$ cat config.mk
export PLATFORM = sky130hd
export DESIGN_NAME = barometer_sample_compensation
export DESIGN_NICKNAME = d
export VERILOG_FILES = /design/src/rtl/bsc_pkg.sv /design/src/rtl/bsc_regs.sv /design/src/rtl/bsc_mul.sv /design/src/rtl/barometer_sample_compensation.sv
export SDC_FILE = /design/constraint.sdc
export NUM_CORES = 2
export LEC_CHECK = 0
export BUFFER_PORTS_ARGS = -buffer_cell sky130_fd_sc_hd__buf_2
export CORE_MARGIN = 2
export CORE_UTILIZATION = 60
export CTS_CLUSTER_DIAMETER = 60
export DETAILED_ROUTE_END_ITERATION = 10
export HOLD_SLACK_MARGIN = 0.1
export MAX_ROUTING_LAYER = met4
export PLACE_DENSITY = 0.75
export RECOVER_POWER = 25
export SLEW_MARGIN = 20
export SYNTH_ARGS = -nofsm -noshare
export SYNTH_HDL_FRONTEND = slang
export SYNTH_SLANG_ARGS = --single-unit
$ cat constraint.sdc
create_clock -name i_clk -period 10.3 [get_ports i_clk]
set_clock_uncertainty 0.1 [all_clocks]
set_input_delay 1.03 -clock i_clk [delete_from_list [all_inputs] [get_ports i_clk]]
set_output_delay 1.03 -clock i_clk [all_outputs]
set_load 0.02 [all_outputs]
$ cat src/rtl/bsc_pkg.sv
`default_nettype none

package bsc_pkg;

    // Field and register widths
    localparam int RAW_W     = 16;
    localparam int VALUE_W   = 16;
    localparam int COEFF_W   = 16;
    localparam int CFG_W     = 32;
    localparam int REG_COUNT = 8;
    localparam int REG_IDX_W = $clog2(REG_COUNT);

    // Datapath widths
    localparam int DIFF_W  = RAW_W + 1;   // raw minus a 16-bit reference
    localparam int DUT_W   = 28;          // d minus curve term, curve < 2^26
    localparam int TERM_W  = 40;          // stored offset and sensitivity terms
    localparam int ACC_W   = 60;          // pressure accumulation
    localparam int MUL_A_W = 34;
    localparam int MUL_B_W = 18;
    localparam int MUL_P_W = MUL_A_W + MUL_B_W;
    localparam int SPLIT_W = 20;          // sensitivity term split for the multiplier

    // Fixed constants of the compensation
    localparam logic [RAW_W-1:0]       PRESS_ZERO_RAW = 16'd7168;
    localparam logic signed [DIFF_W:0] OFFSET_BIAS    = 18'sd1024;
    localparam logic signed [ACC_W-1:0] TEMP_BASE     = 60'sd250;
    localparam logic signed [ACC_W-1:0] PRESS_BASE    = 60'sd150;
    localparam logic signed [ACC_W-1:0] SAT_MAX       = 60'sd32767;
    localparam logic signed [ACC_W-1:0] SAT_MIN       = -60'sd32768;

    // Configuration register indexes
    typedef enum logic [REG_IDX_W-1:0] {
        REG_SENS_BASE   = 3'd0,
        REG_OFFSET_BASE = 3'd1,
        REG_SENS_TC     = 3'd2,
        REG_OFFSET_TC   = 3'd3,
        REG_REF_TEMP    = 3'd4,
        REG_TEMP_SLOPE  = 3'd5,
        REG_PRESS_TRIM  = 3'd6,
        REG_CURVE       = 3'd7
    } t_reg_idx;

    localparam logic [COEFF_W-1:0] OFFSET_TC_RESET = 16'd1024;

    // Sample kinds
    localparam logic KIND_TEMP  = 1'b0;
    localparam logic KIND_PRESS = 1'b1;

    // Coefficient set handed from the register bank to the datapath
    typedef struct packed {
        logic [COEFF_W-1:0] sens_base;
        logic [COEFF_W-1:0] offset_base;
        logic [COEFF_W-1:0] sens_tc;
        logic [COEFF_W-1:0] offset_tc;
        logic [COEFF_W-1:0] ref_temp;
        logic [COEFF_W-1:0] temp_slope;
        logic [COEFF_W-1:0] press_trim;
        logic [7:0]         curve_a;
        logic [7:0]         curve_b;
        logic [7:0]         curve_shift;
        logic [7:0]         div_shift;
    } t_coeffs;

endpackage

`default_nettype wire

$ cat src/rtl/bsc_regs.sv
`default_nettype none

module bsc_regs (
    input  wire logic                          i_clk,
    input  wire logic                          i_rst_n,
    input  wire logic                          i_cfg_we,
    input  wire logic [bsc_pkg::REG_IDX_W-1:0] i_cfg_addr,
    input  wire logic [bsc_pkg::CFG_W-1:0]     i_cfg_wdata,
    output bsc_pkg::t_coeffs                   o_coeffs
);
    import bsc_pkg::*;

    t_coeffs r_coeffs;

    // Coefficient bank, written one register at a time
    always_ff @(posedge i_clk) begin
        if (!i_rst_n) begin
            r_coeffs.sens_base   <= '0;
            r_coeffs.offset_base <= '0;
            r_coeffs.sens_tc     <= '0;
            r_coeffs.offset_tc   <= OFFSET_TC_RESET;
            r_coeffs.ref_temp    <= '0;
            r_coeffs.temp_slope  <= '0;
            r_coeffs.press_trim  <= '0;
            r_coeffs.curve_a     <= '0;
            r_coeffs.curve_b     <= '0;
            r_coeffs.curve_shift <= '0;
            r_coeffs.div_shift   <= '0;
        end else if (i_cfg_we) begin
            unique case (t_reg_idx'(i_cfg_addr))
                REG_SENS_BASE:   r_coeffs.sens_base   <= i_cfg_wdata[COEFF_W-1:0];
                REG_OFFSET_BASE: r_coeffs.offset_base <= i_cfg_wdata[COEFF_W-1:0];
                REG_SENS_TC:     r_coeffs.sens_tc     <= i_cfg_wdata[COEFF_W-1:0];
                REG_OFFSET_TC:   r_coeffs.offset_tc   <= i_cfg_wdata[COEFF_W-1:0];
                REG_REF_TEMP:    r_coeffs.ref_temp    <= i_cfg_wdata[COEFF_W-1:0];
                REG_TEMP_SLOPE:  r_coeffs.temp_slope  <= i_cfg_wdata[COEFF_W-1:0];
                REG_PRESS_TRIM:  r_coeffs.press_trim  <= i_cfg_wdata[COEFF_W-1:0];
                REG_CURVE: begin
                    r_coeffs.curve_a     <= i_cfg_wdata[7:0];
                    r_coeffs.curve_b     <= i_cfg_wdata[15:8];
                    r_coeffs.curve_shift <= i_cfg_wdata[23:16];
                    r_coeffs.div_shift   <= i_cfg_wdata[31:24];
                end
                default: ;
            endcase
        end
    end

    assign o_coeffs = r_coeffs;

endmodule

`default_nettype wire

$ cat src/rtl/bsc_mul.sv
`default_nettype none

module bsc_mul (
    input  wire logic                               i_clk,
    input  wire logic signed [bsc_pkg::MUL_A_W-1:0] i_a,
    input  wire logic signed [bsc_pkg::MUL_B_W-1:0] i_b,
    output logic signed [bsc_pkg::MUL_P_W-1:0]      o_p
);
    import bsc_pkg::*;

    logic signed [MUL_P_W-1:0] r_p;

    // Signed multiply, product registered
    always_ff @(posedge i_clk) begin
        r_p <= MUL_P_W'(i_a) * MUL_P_W'(i_b);
    end

    assign o_p = r_p;

endmodule

`default_nettype wire

$ cat src/rtl/barometer_sample_compensation.sv
// Barometer sample compensation. Each request carries a raw 16-bit converter
// reading (tdata) tagged in tuser as a temperature (0) or pressure (1) sample,
// and gives exactly one result: temperature in 0.1 degC or pressure in 0.1 hPa
// as a 16-bit signed value, clipped with a flag when out of range. A
// temperature sample also refreshes the stored offset and sensitivity terms
// that later pressure samples use; pressure before any temperature uses zero
// terms. All products but the times-ten step of pressure come from one
// registered 34 x 18 signed multiplier under a small sequencer, so the input
// is taken one sample at a time: it is ready again once the result is in the
// output register, which waits for the previous result to leave. The user
// must write coefficients on the configuration port only while the block is
// idle; the block itself does not enforce this.
`default_nettype none

module barometer_sample_compensation (
    input  wire logic                          i_clk,
    input  wire logic                          i_rst_n,
    // configuration
    input  wire logic                          i_cfg_we,
    input  wire logic [bsc_pkg::REG_IDX_W-1:0] i_cfg_addr,
    input  wire logic [bsc_pkg::CFG_W-1:0]     i_cfg_wdata,
    // sample requests
    input  wire logic                          i_s_axis_tvalid,
    output logic                               o_s_axis_tready,
    input  wire logic [15:0]                   i_s_axis_tdata,  // [15:0] raw_sample
    input  wire logic                          i_s_axis_tuser,  // [0] op
    // results
    output logic                               o_m_axis_tvalid,
    input  wire logic                          i_m_axis_tready,
    output logic [15:0]                        o_m_axis_tdata,  // [15:0] value
    output logic [1:0]                         o_m_axis_tuser   // [0] kind, [1] saturated
);
    import bsc_pkg::*;

    typedef enum logic [3:0] {
        S_IDLE,
        S_SQ,
        S_CURVE,
        S_DUT,
        S_OFF,
        S_SENS,
        S_TEMP,
        S_TSUM,
        S_PLO,
        S_PHI,
        S_PSUM,
        S_PX,
        S_PMUL10,
        S_PFIN,
        S_OUT
    } t_state;

    t_coeffs coeffs;

    t_state                    r_state;
    logic                      r_kind;
    logic                      r_ge;
    logic signed [DIFF_W-1:0]  r_d;
    logic signed [DUT_W-1:0]   r_dut;
    logic signed [DUT_W-1:0]   r_div;
    logic signed [TERM_W-1:0]  r_offset;
    logic signed [TERM_W-1:0]  r_sens;
    logic signed [ACC_W-1:0]   r_acc;
    logic                      r_out_valid;
    logic [VALUE_W-1:0]        r_out_value;
    logic                      r_out_kind;
    logic                      r_out_sat;

    logic signed [MUL_A_W-1:0] mul_a;
    logic signed [MUL_B_W-1:0] mul_b;
    logic signed [MUL_P_W-1:0] prod;

    logic                      in_acc;
    logic                      out_free;
    logic [DUT_W-2:0]          curve;
    logic signed [DUT_W-1:0]   dut;
    logic [DUT_W-1:0]          dut_mag;
    logic [DUT_W-1:0]          div_mag;
    logic signed [TERM_W-1:0]  off_sum;
    logic signed [DIFF_W:0]    off_tc;
    logic signed [ACC_W-1:0]   px;
    logic                      sat_hi;
    logic                      sat_lo;

    bsc_regs u_regs (
        .i_clk       (i_clk),
        .i_rst_n     (i_rst_n),
        .i_cfg_we    (i_cfg_we),
        .i_cfg_addr  (i_cfg_addr),
        .i_cfg_wdata (i_cfg_wdata),
        .o_coeffs    (coeffs)
    );

    bsc_mul u_mul (
        .i_clk (i_clk),
        .i_a   (mul_a),
        .i_b   (mul_b),
        .o_p   (prod)
    );

    assign in_acc   = i_s_axis_tvalid && o_s_axis_tready;
    assign out_free = !r_out_valid || i_m_axis_tready;

    // Curve term: product is non-negative and below 2^26
    assign curve   = prod[DUT_W-2:0] >> coeffs.curve_shift;
    assign dut     = DUT_W'(r_d) - $signed({1'b0, curve});

    // dUT / 2^D, truncated toward zero
    assign dut_mag = r_dut[DUT_W-1] ? DUT_W'(-r_dut) : DUT_W'(r_dut);
    assign div_mag = dut_mag >> coeffs.div_shift;

    assign off_tc  = $signed({2'b0, coeffs.offset_tc}) - OFFSET_BIAS;
    assign off_sum = TERM_W'(prod >>> 14) + $signed(TERM_W'(coeffs.offset_base));

    assign px      = (r_acc >>> 14) - ACC_W'(r_offset);

    assign sat_hi  = r_acc > SAT_MAX;
    assign sat_lo  = r_acc < SAT_MIN;

    // Operand selection for the shared multiplier
    always_comb begin
        mul_a = '0;
        mul_b = '0;
        unique case (r_state)
            S_SQ: begin
                mul_a = MUL_A_W'(r_d);
                mul_b = MUL_B_W'(r_d);
            end
            S_CURVE: begin
                mul_a = $signed(MUL_A_W'(prod[32:14]));
                mul_b = $signed(MUL_B_W'(r_ge ? coeffs.curve_a : coeffs.curve_b));
            end
            S_OFF: begin
                mul_a = MUL_A_W'(r_dut);
                mul_b = MUL_B_W'(off_tc);
            end
            S_SENS: begin
                mul_a = MUL_A_W'(r_dut);
                mul_b = $signed(MUL_B_W'(coeffs.sens_tc));
            end
            S_TEMP: begin
                mul_a = MUL_A_W'(r_dut);
                mul_b = $signed(MUL_B_W'(coeffs.temp_slope));
            end
            S_PLO: begin
                mul_a = $signed(MUL_A_W'(r_sens[SPLIT_W-1:0]));
                mul_b = MUL_B_W'(r_d);
            end
            S_PHI: begin
                mul_a = MUL_A_W'($signed(r_sens[TERM_W-1:SPLIT_W]));
                mul_b = MUL_B_W'(r_d);
            end
            default: ;
        endcase
    end

    // Sequencer, datapath registers and output register
    always_ff @(posedge i_clk) begin
        if (!i_rst_n) begin
            r_state     <= S_IDLE;
            r_offset    <= '0;
            r_sens      <= '0;
            r_out_valid <= 1'b0;
        end else begin
            // result taken; in S_OUT the load below decides the flag
            if (r_out_valid && i_m_axis_tready && r_state != S_OUT) begin
                r_out_valid <= 1'b0;
            end
            unique case (r_state)
                S_IDLE: begin
                    if (in_acc) begin
                        r_kind <= i_s_axis_tuser;
                        r_ge   <= i_s_axis_tdata >= coeffs.ref_temp;
                        if (i_s_axis_tuser == KIND_PRESS) begin
                            r_d     <= $signed({1'b0, i_s_axis_tdata})
                                       - $signed({1'b0, PRESS_ZERO_RAW});
                            r_state <= S_PLO;
                        end else begin
                            r_d     <= $signed({1'b0, i_s_axis_tdata})
                                       - $signed({1'b0, coeffs.ref_temp});
                            r_state <= S_SQ;
                        end
                    end
                end
                S_SQ:    r_state <= S_CURVE;
                S_CURVE: r_state <= S_DUT;
                S_DUT: begin
                    r_dut   <= dut;
                    r_state <= S_OFF;
                end
                S_OFF:   r_state <= S_SENS;
                S_SENS: begin
                    r_offset <= off_sum <<< 2;
                    r_state  <= S_TEMP;
                end
                S_TEMP: begin
                    r_sens  <= TERM_W'(prod >>> 10) + $signed(TERM_W'(coeffs.sens_base));
                    r_div   <= r_dut[DUT_W-1] ? -$signed(div_mag) : $signed(div_mag);
                    r_state <= S_TSUM;
                end
                S_TSUM: begin
                    r_acc   <= TEMP_BASE + ACC_W'(prod >>> 16) - ACC_W'(r_div);
                    r_state <= S_OUT;
                end
                S_PLO:   r_state <= S_PHI;
                S_PHI: begin
                    r_acc   <= ACC_W'(prod);
                    r_state <= S_PSUM;
                end
                S_PSUM: begin
                    r_acc   <= r_acc + (ACC_W'(prod) <<< SPLIT_W);
                    r_state <= S_PX;
                end
                S_PX: begin
                    r_acc   <= px;
                    r_state <= S_PMUL10;
                end
                S_PMUL10: begin
                    r_acc   <= (r_acc <<< 3) + (r_acc <<< 1);
                    r_state <= S_PFIN;
                end
                S_PFIN: begin
                    r_acc   <= (r_acc >>> 5) + $signed(ACC_W'(coeffs.press_trim))
                               + PRESS_BASE;
                    r_state <= S_OUT;
                end
                S_OUT: begin
                    if (out_free) begin
                        r_out_valid <= 1'b1;
                        r_out_kind  <= r_kind;
                        r_out_sat   <= sat_hi || sat_lo;
                        priority if (sat_hi) begin
                            r_out_value <= SAT_MAX[VALUE_W-1:0];
                        end else if (sat_lo) begin
                            r_out_value <= SAT_MIN[VALUE_W-1:0];
                        end else begin
                            r_out_value <= r_acc[VALUE_W-1:0];
                        end
                        r_state <= S_IDLE;
                    end
                end
                default: r_state <= S_IDLE;
            endcase
        end
    end

    assign o_s_axis_tready = (r_state == S_IDLE);
    assign o_m_axis_tvalid = r_out_valid;
    assign o_m_axis_tdata  = r_out_value;
    assign o_m_axis_tuser  = {r_out_sat, r_out_kind};

endmodule

`default_nettype wire

After elaboration in Yosys (flattened, before gate mapping)
Index checks and enable logic that the tools add are counted.
Word-level totals
  word-level logic and storage cells: 111
  output and inout bits: 20
  flip-flop bits (word level): 432
  input port bits: 57
Operators by class
  magnitude comparators: 3
  $mul: 1
  reductions and logical operators: 26
  equality and inequality tests: 24
  shift operators: 2
  muxes and demuxes: 15
  add/sub/neg operators: 15
Operators with widths (number)
  60-bit case mux with 6 select lines: 1
  34-bit case mux with 5 select lines: 1
  60-bit adder: 2
  18-bit case mux with 5 select lines: 1
  60-bit by 16-bit greater-than comparator with 1-bit output, second input constant: 1
  60-bit by 16-bit < comparator with 1-bit output, second input constant: 1
  56-bit by 9-bit adder with 57-bit output, second input constant: 1
  55-bit by 17-bit adder with 56-bit output: 1
  28-bit 2-to-1 mux: 2
  28-bit negation: 2
  4-bit case mux with 14 select lines: 1
  34-bit by 18-bit multiplier with 52-bit output: 1
  46-bit by 40-bit subtractor with 47-bit output: 1
  40-bit by 17-bit adder with 40-bit output: 1
  38-bit by 17-bit adder with 38-bit output: 1
  37-bit by 28-bit subtractor with 38-bit output: 1
  9-bit by 36-bit adder with 37-bit output, first input constant: 1
  4-bit == test, second input constant: 7
  28-bit by 8-bit right shift with 28-bit output: 1
  17-bit by 28-bit subtractor with 28-bit output: 1
  27-bit by 8-bit right shift with 27-bit output: 1
  2-bit AND reduction: 12
  17-bit 2-to-1 mux: 1
  16-bit by 11-bit subtractor with 17-bit output, second input constant: 1
  other kinds (25): 42

Logic depth before layout (Yosys ltp)
  depth in word-level cells: 5
  gate-level depth with buffers: 36
  depth with buffers taken out: 31

Hierarchy
A second synthesis with hierarchy kept.
Second synthesis, totals
  cell total of the unflattened synthesis: 6980
  area, all modules: 58681.3 um^2
By module, submodules not included
  barometer_sample_compensation: times used 1, cells each 4007, seq. area each 6256.0 um^2, area each 31230.0 um^2
  bsc_mul: times used 1, cells each 2463, seq. area each 1041.0 um^2, area each 22211.3 um^2
  bsc_regs: times used 1, cells each 510, seq. area each 2882.8 um^2, area each 5240.0 um^2

Worst setup path after synthesis
Ideal clock, no wire load.
  path kind: register to register
  from: register r_state[1]
  to: register u_mul.r_p[44], in the netlist u_mul.o_p[44]
  period minus slack after synthesis: 8.444 ns
  required time: 10.128 ns
  cell stages (with the launch flop): 32
  buffers on the path: 4
  slack: 1.856 ns
  setup time: 0.072 ns
  data arrival time: 8.272 ns
  cell sequence: dfxtp_1 > clkbuf_1 > or2_2 > clkbuf_1 > nor2_1 > clkbuf_1 > a221oi_1 > clkbuf_1 > nor2_1 > fa_1 > inv_1 > fa_1 > fa_1 > inv_1 > fa_1 > fa_1 > inv_1 > fa_1 > inv_1 > ha_1 > a21oi_1 > nor4b_1 > a21o_1 > a211oi_1 > o211ai_1 > a41oi_1 > a221oi_1 > o21a_1 > o21ai_0 > a21o_1 > a21oi_1 > xnor2_1
On the way
  longest elaborated chain between the ends: 4
  elaborated cells between the ends (all ways): 12
  classes of those cells: mul: 1; eq/ne: 7; mux: 2; reduce/logical: 2
RTL lines
  start: declaration: line barometer_sample_compensation.sv:55  | t_state r_state;
  start signal: assignment: line barometer_sample_compensation.sv:160  | r_state <= S_IDLE;
  start signal: assignment: line barometer_sample_compensation.sv:177  | r_state <= S_PLO;
  start signal: assignment: line barometer_sample_compensation.sv:181  | r_state <= S_SQ;
  4-bit by 3-bit == test with 1-bit output, or another cell as far along: line barometer_sample_compensation.sv:124  | unique case (r_state)
  3-bit OR reduction (no line)
  34-bit case mux with 5 select lines or 18-bit case mux with 5 select lines (tied branches): line barometer_sample_compensation.sv:124
  34-bit by 18-bit multiplier with 52-bit output *: line bsc_mul.sv:15  | r_p <= MUL_P_W'(i_a) * MUL_P_W'(i_b);
  end signal: assignment: line bsc_mul.sv:15
  end: declaration: line bsc_mul.sv:11  | logic signed [MUL_P_W-1:0] r_p;
Mark *: on every way between the ends. The rest lies on a longest branch, timed or not.
A chain may end at the register's enable or synchronous reset.

Worst setup path in the final report
  from: register r_state[3]
  to: register u_mul.r_p[44], in the netlist u_mul.o_p[44]
The elaborated chain is that of the path after synthesis.

==> reports/qor.csv <==
stage,metric,value,unit
setup_path,CP top delay family,adder cells,
route,Iteration-0 DRC Markers,6813,
setup_path,Crit Path Class,register to register,
setup_path,Worst Setup End Kind,register,
die,die area,95100,µm²
timing,Worst slew margin,-136,%
synthesis,synthesized area,55600,µm²
place,# port buffers,76,
die,die span in x,308,µm
worst_hold_path,WHS Endpoint,r_offset[7],
pwr,Sequential Power Share,25.5,%
synthesis,Gate Count Post-Synth,6901,
setup_path,R2R Path Start,r_state[3],
setup_path,WP buf/inv,6,
finish,Area Overhead vs Synth,6.76,%
run_status,failing checks,"capacitance limit, slew limit",
synthesis,ranking of synthesized cells by area,"fa_1, dfxtp_1, ha_1, edfxtp_1, nand2_1",
setup_path,Worst path depth,30,
synthesis,"top cells by count, synth","nand2_1, inv_1, nor2_1, fa_1, a21oi_1",
pwr,internal cell power,4.78,mW
worst_hold_path,hold path startpoint,r_offset[7],
route,DRT Wirelength,207,mm
pwr,VDD IR max,167,µV
synthesis,YS warnings,0,
clock_network,clk sinks,432,
synthesis,Synth async-reset ratio,0,%
pwr,sw power,3.97,mW
synthesis,#FFs+latches synth,432,
setup_path,CP arrival,10.11,ns
die,num rows,111,
place,Post-DP HPWL,161,mm
global_route,initial antenna violation count,9,
clock_network,hold_buf cts,0,
pwr,Sw Share,45.4,%
clock_network,later-pin clock latency in the skew report,0.68,ns
timing,RSZ-0062 raised after global routing,no,
pwr,Clk pwr share,23.3,%
synthesis,Netlist cell types,103,
global_route,largest net degree at the start of global routing,100,
synthesis,"Seq/Total Area, Yosys",18.3,%
die,IO Pins,77,
route,ANT nets after route,0,
setup_path,Reg-to-Reg End,u_mul.o_p[44],
run,max capacitance violation total,4,
die,Initial Utilization,60.6,%
finish,fin nets,7825,
setup_path,Most common cell on crit path,fa_1,
global_route,GR Overflow Total,0,
route,DR WL/cell,25.5,µm
timing,Pins Over Slew Limit,208,
synthesis,synthesized area per cell,8.06,µm²
setup_path,R2R depth,30,
synthesis,Post-synth EDFFs,153,
synthesis,syn nets,7912,
global_route,gr usage total,44.7,%
global_route,vias in the first global route,50500,
setup_path,CP max stage cell,dfxtp_1,
synthesis,top-area cell type share of the netlist area,18.5,%
pwr,Leak Pwr,25.4,nW
route,drt pass-1 iters,9,
route,vias after detailed routing,52800,
clock_network,post-CTS setup buffer count,0,
timing,Final Hold Vio Count,0,
timing,post-route clock period utilization,93.7,%
finish,share of cells above drive strength 1,6.03,%
clock_network,Max clock buf depth,3,
run_status,outcome,"complete, but fails checks",
place,"worst slack, placed",0.835,ns
die,chip height,308,µm
die,Core Box Area,91800,µm²
synthesis,cell taking the most area after synthesis,fa_1,
global_route,first-pass GRT wire length,311,mm
setup_path,FF-to-FF setup slack,0.65,ns
timing,Slew @ Worst Pin,3.53,ns
synthesis,main flop type after synthesis,dfxtp_1,
timing,# setup viols final,0,
pwr,Logic pwr share,51.2,%
clock_network,post_cts resized,0,
clock_network,Num CTS Buffers,57,
route,via-per-instance ratio,6.51,
timing,Setup WS post-layout,0.647,ns
route,DRC,0,
timing,Setup TNS,0,ns
clock_network,Worst-path clk slew,0.06,ns
worst_hold_path,hold-critical path depth,2,
setup_path,Critical Path Start Type,register,
finish,filler instances,7942,
synthesis,"count leader, synth",nand2_1,
timing,clock period minus worst slack,9.65,ns
place,GP Congestion,1.04,
clock_network,CTS tree,built,
pwr,PD cells,147,nW/µm²
clock_network,Clock Root Buffer,clkbuf_16,
timing,Peak Freq,0.104,GHz
setup_path,CP max stage delay,0.83,ns
worst_hold_path,Min-Delay Path Class,register to register,
setup_path,WP data required,10.75,ns
setup_path,CP Max Fanout,20,
clock_network,H-tree levels,2,
==> power groups by stage <==
stage	clock network [mW]	logic (mW)	registers, mW
2_1_floorplan	0	3.01	2.11
3_3_place_gp	0	4.25	2.24
3_5_place_dp	0	4.32	2.24
4_1_cts	2.05	4.35	2.21
5_1_grt	2.11	4.86	2.22
6_report	2.04	4.48	2.23
==> cell families after synthesis <==
logic type	after synthesis	synth area share, %
compound gates	1643	19.3
xor+xnor	375	5.93
fa+ha+maj	954	28.4
buf+inv	1177	8.04
flops	432	18.3
mux	73	1.73
simple gates	2247	18.3
==> metrics by stage <==
step                util, %  cells  hold slack, ns  cell area, µm²  total power, mW
floorplan                 -   6901           0.300           55600             5.12
CTS                    64.7   8103           0.352           59400             8.61
finish                 64.7   8114           0.351           59400             8.75
global placement       62.5   7996           0.341           57400             6.49
detailed placement     62.5   7997           0.346           57400             6.57
global route           64.7   8111           0.372           59400             9.19
==> final cells by class <==
class / count / area [µm²] / share of cell area, %
Clock inverter: 32 / 315 / 0.531
Antenna cell: 10 / 25.0 / 0.0422
Sequential cell: 432 / 10200 / 17.2
Timing Repair Buffer: 208 / 1360 / 2.28
Tap cell: 1243 / 1560 / 2.62
Inverter: 823 / 3090 / 5.21
Multi-Input combinational cell: 5292 / 41200 / 69.4
Clock buffer: 74 / 1640 / 2.76
==> worst max path at each step <==
stage | slack, ns | startpoint | to
global placement | 1.08 | r_state[0] | u_mul.o_p[49]
floorplan | 1.86 | r_state[1] | u_mul.o_p[44]
CTS | 0.80 | r_state[0] | u_mul.o_p[44]
global route | 0.19 | r_state[3] | u_mul.o_p[48]
finish | 0.65 | r_state[3] | u_mul.o_p[44]
detailed placement | 0.83 | r_state[0] | u_mul.o_p[44]
==> worst min-delay path, stage by stage, from the launching register on <==
cell and delay (ns):
dfxtp_1 0.31, nand2_1 0.05, a21oi_1 0.05
==> metal layers <==
metal  part of all wire [%]  GRT usage, %  vias to the layer above  wire length, µm
li1                       -             -                    23500                -
met1                     39          58.8                    25300            81800
met2                     42          64.5                     3240            86800
met3                     12          8.95                      728            24400
met4                    6.9          25.1                        0            14300
met5                      0             -                        -                0
==> state kept, by name, indices dropped and copies added, names as in the netlist <==
register         count
r_state              4
r_sens              40
r_out_sat            1
r_kind               1
o_m_axis_tvalid      1
r_dut               28
r_d                 17
o_m_axis_tdata      16
u_regs.o_coeffs    144
r_out_kind           1
u_mul.o_p           52
r_acc               60
r_ge                 1
r_div               28
r_offset            38
==> cells in the final DEF, fill, tap and decap left out, types with 48 or more instances in the layout <==
| master | count |
|---|---|
| a211oi_1 | 63 |
| a21o_1 | 157 |
| a21oi_1 | 504 |
| a221oi_1 | 48 |
| a22oi_1 | 49 |
| a31oi_1 | 55 |
| buf_2 | 57 |
| buf_4 | 125 |
| clkbuf_16 | 61 |
| dfxtp_1 | 276 |
| edfxtp_1 | 153 |
| fa_1 | 514 |
| ha_1 | 440 |
| inv_1 | 819 |
| nand2_1 | 931 |
| nand2b_1 | 89 |
| nand3_1 | 118 |
| nand4_1 | 74 |
| nor2_1 | 586 |
| nor2b_1 | 55 |
| nor3_1 | 110 |
| o211ai_1 | 52 |
| o21ai_0 | 299 |
| xnor2_1 | 232 |
| xor2_1 | 141 |
Note: power is estimated with default switching activity, not from simulation.
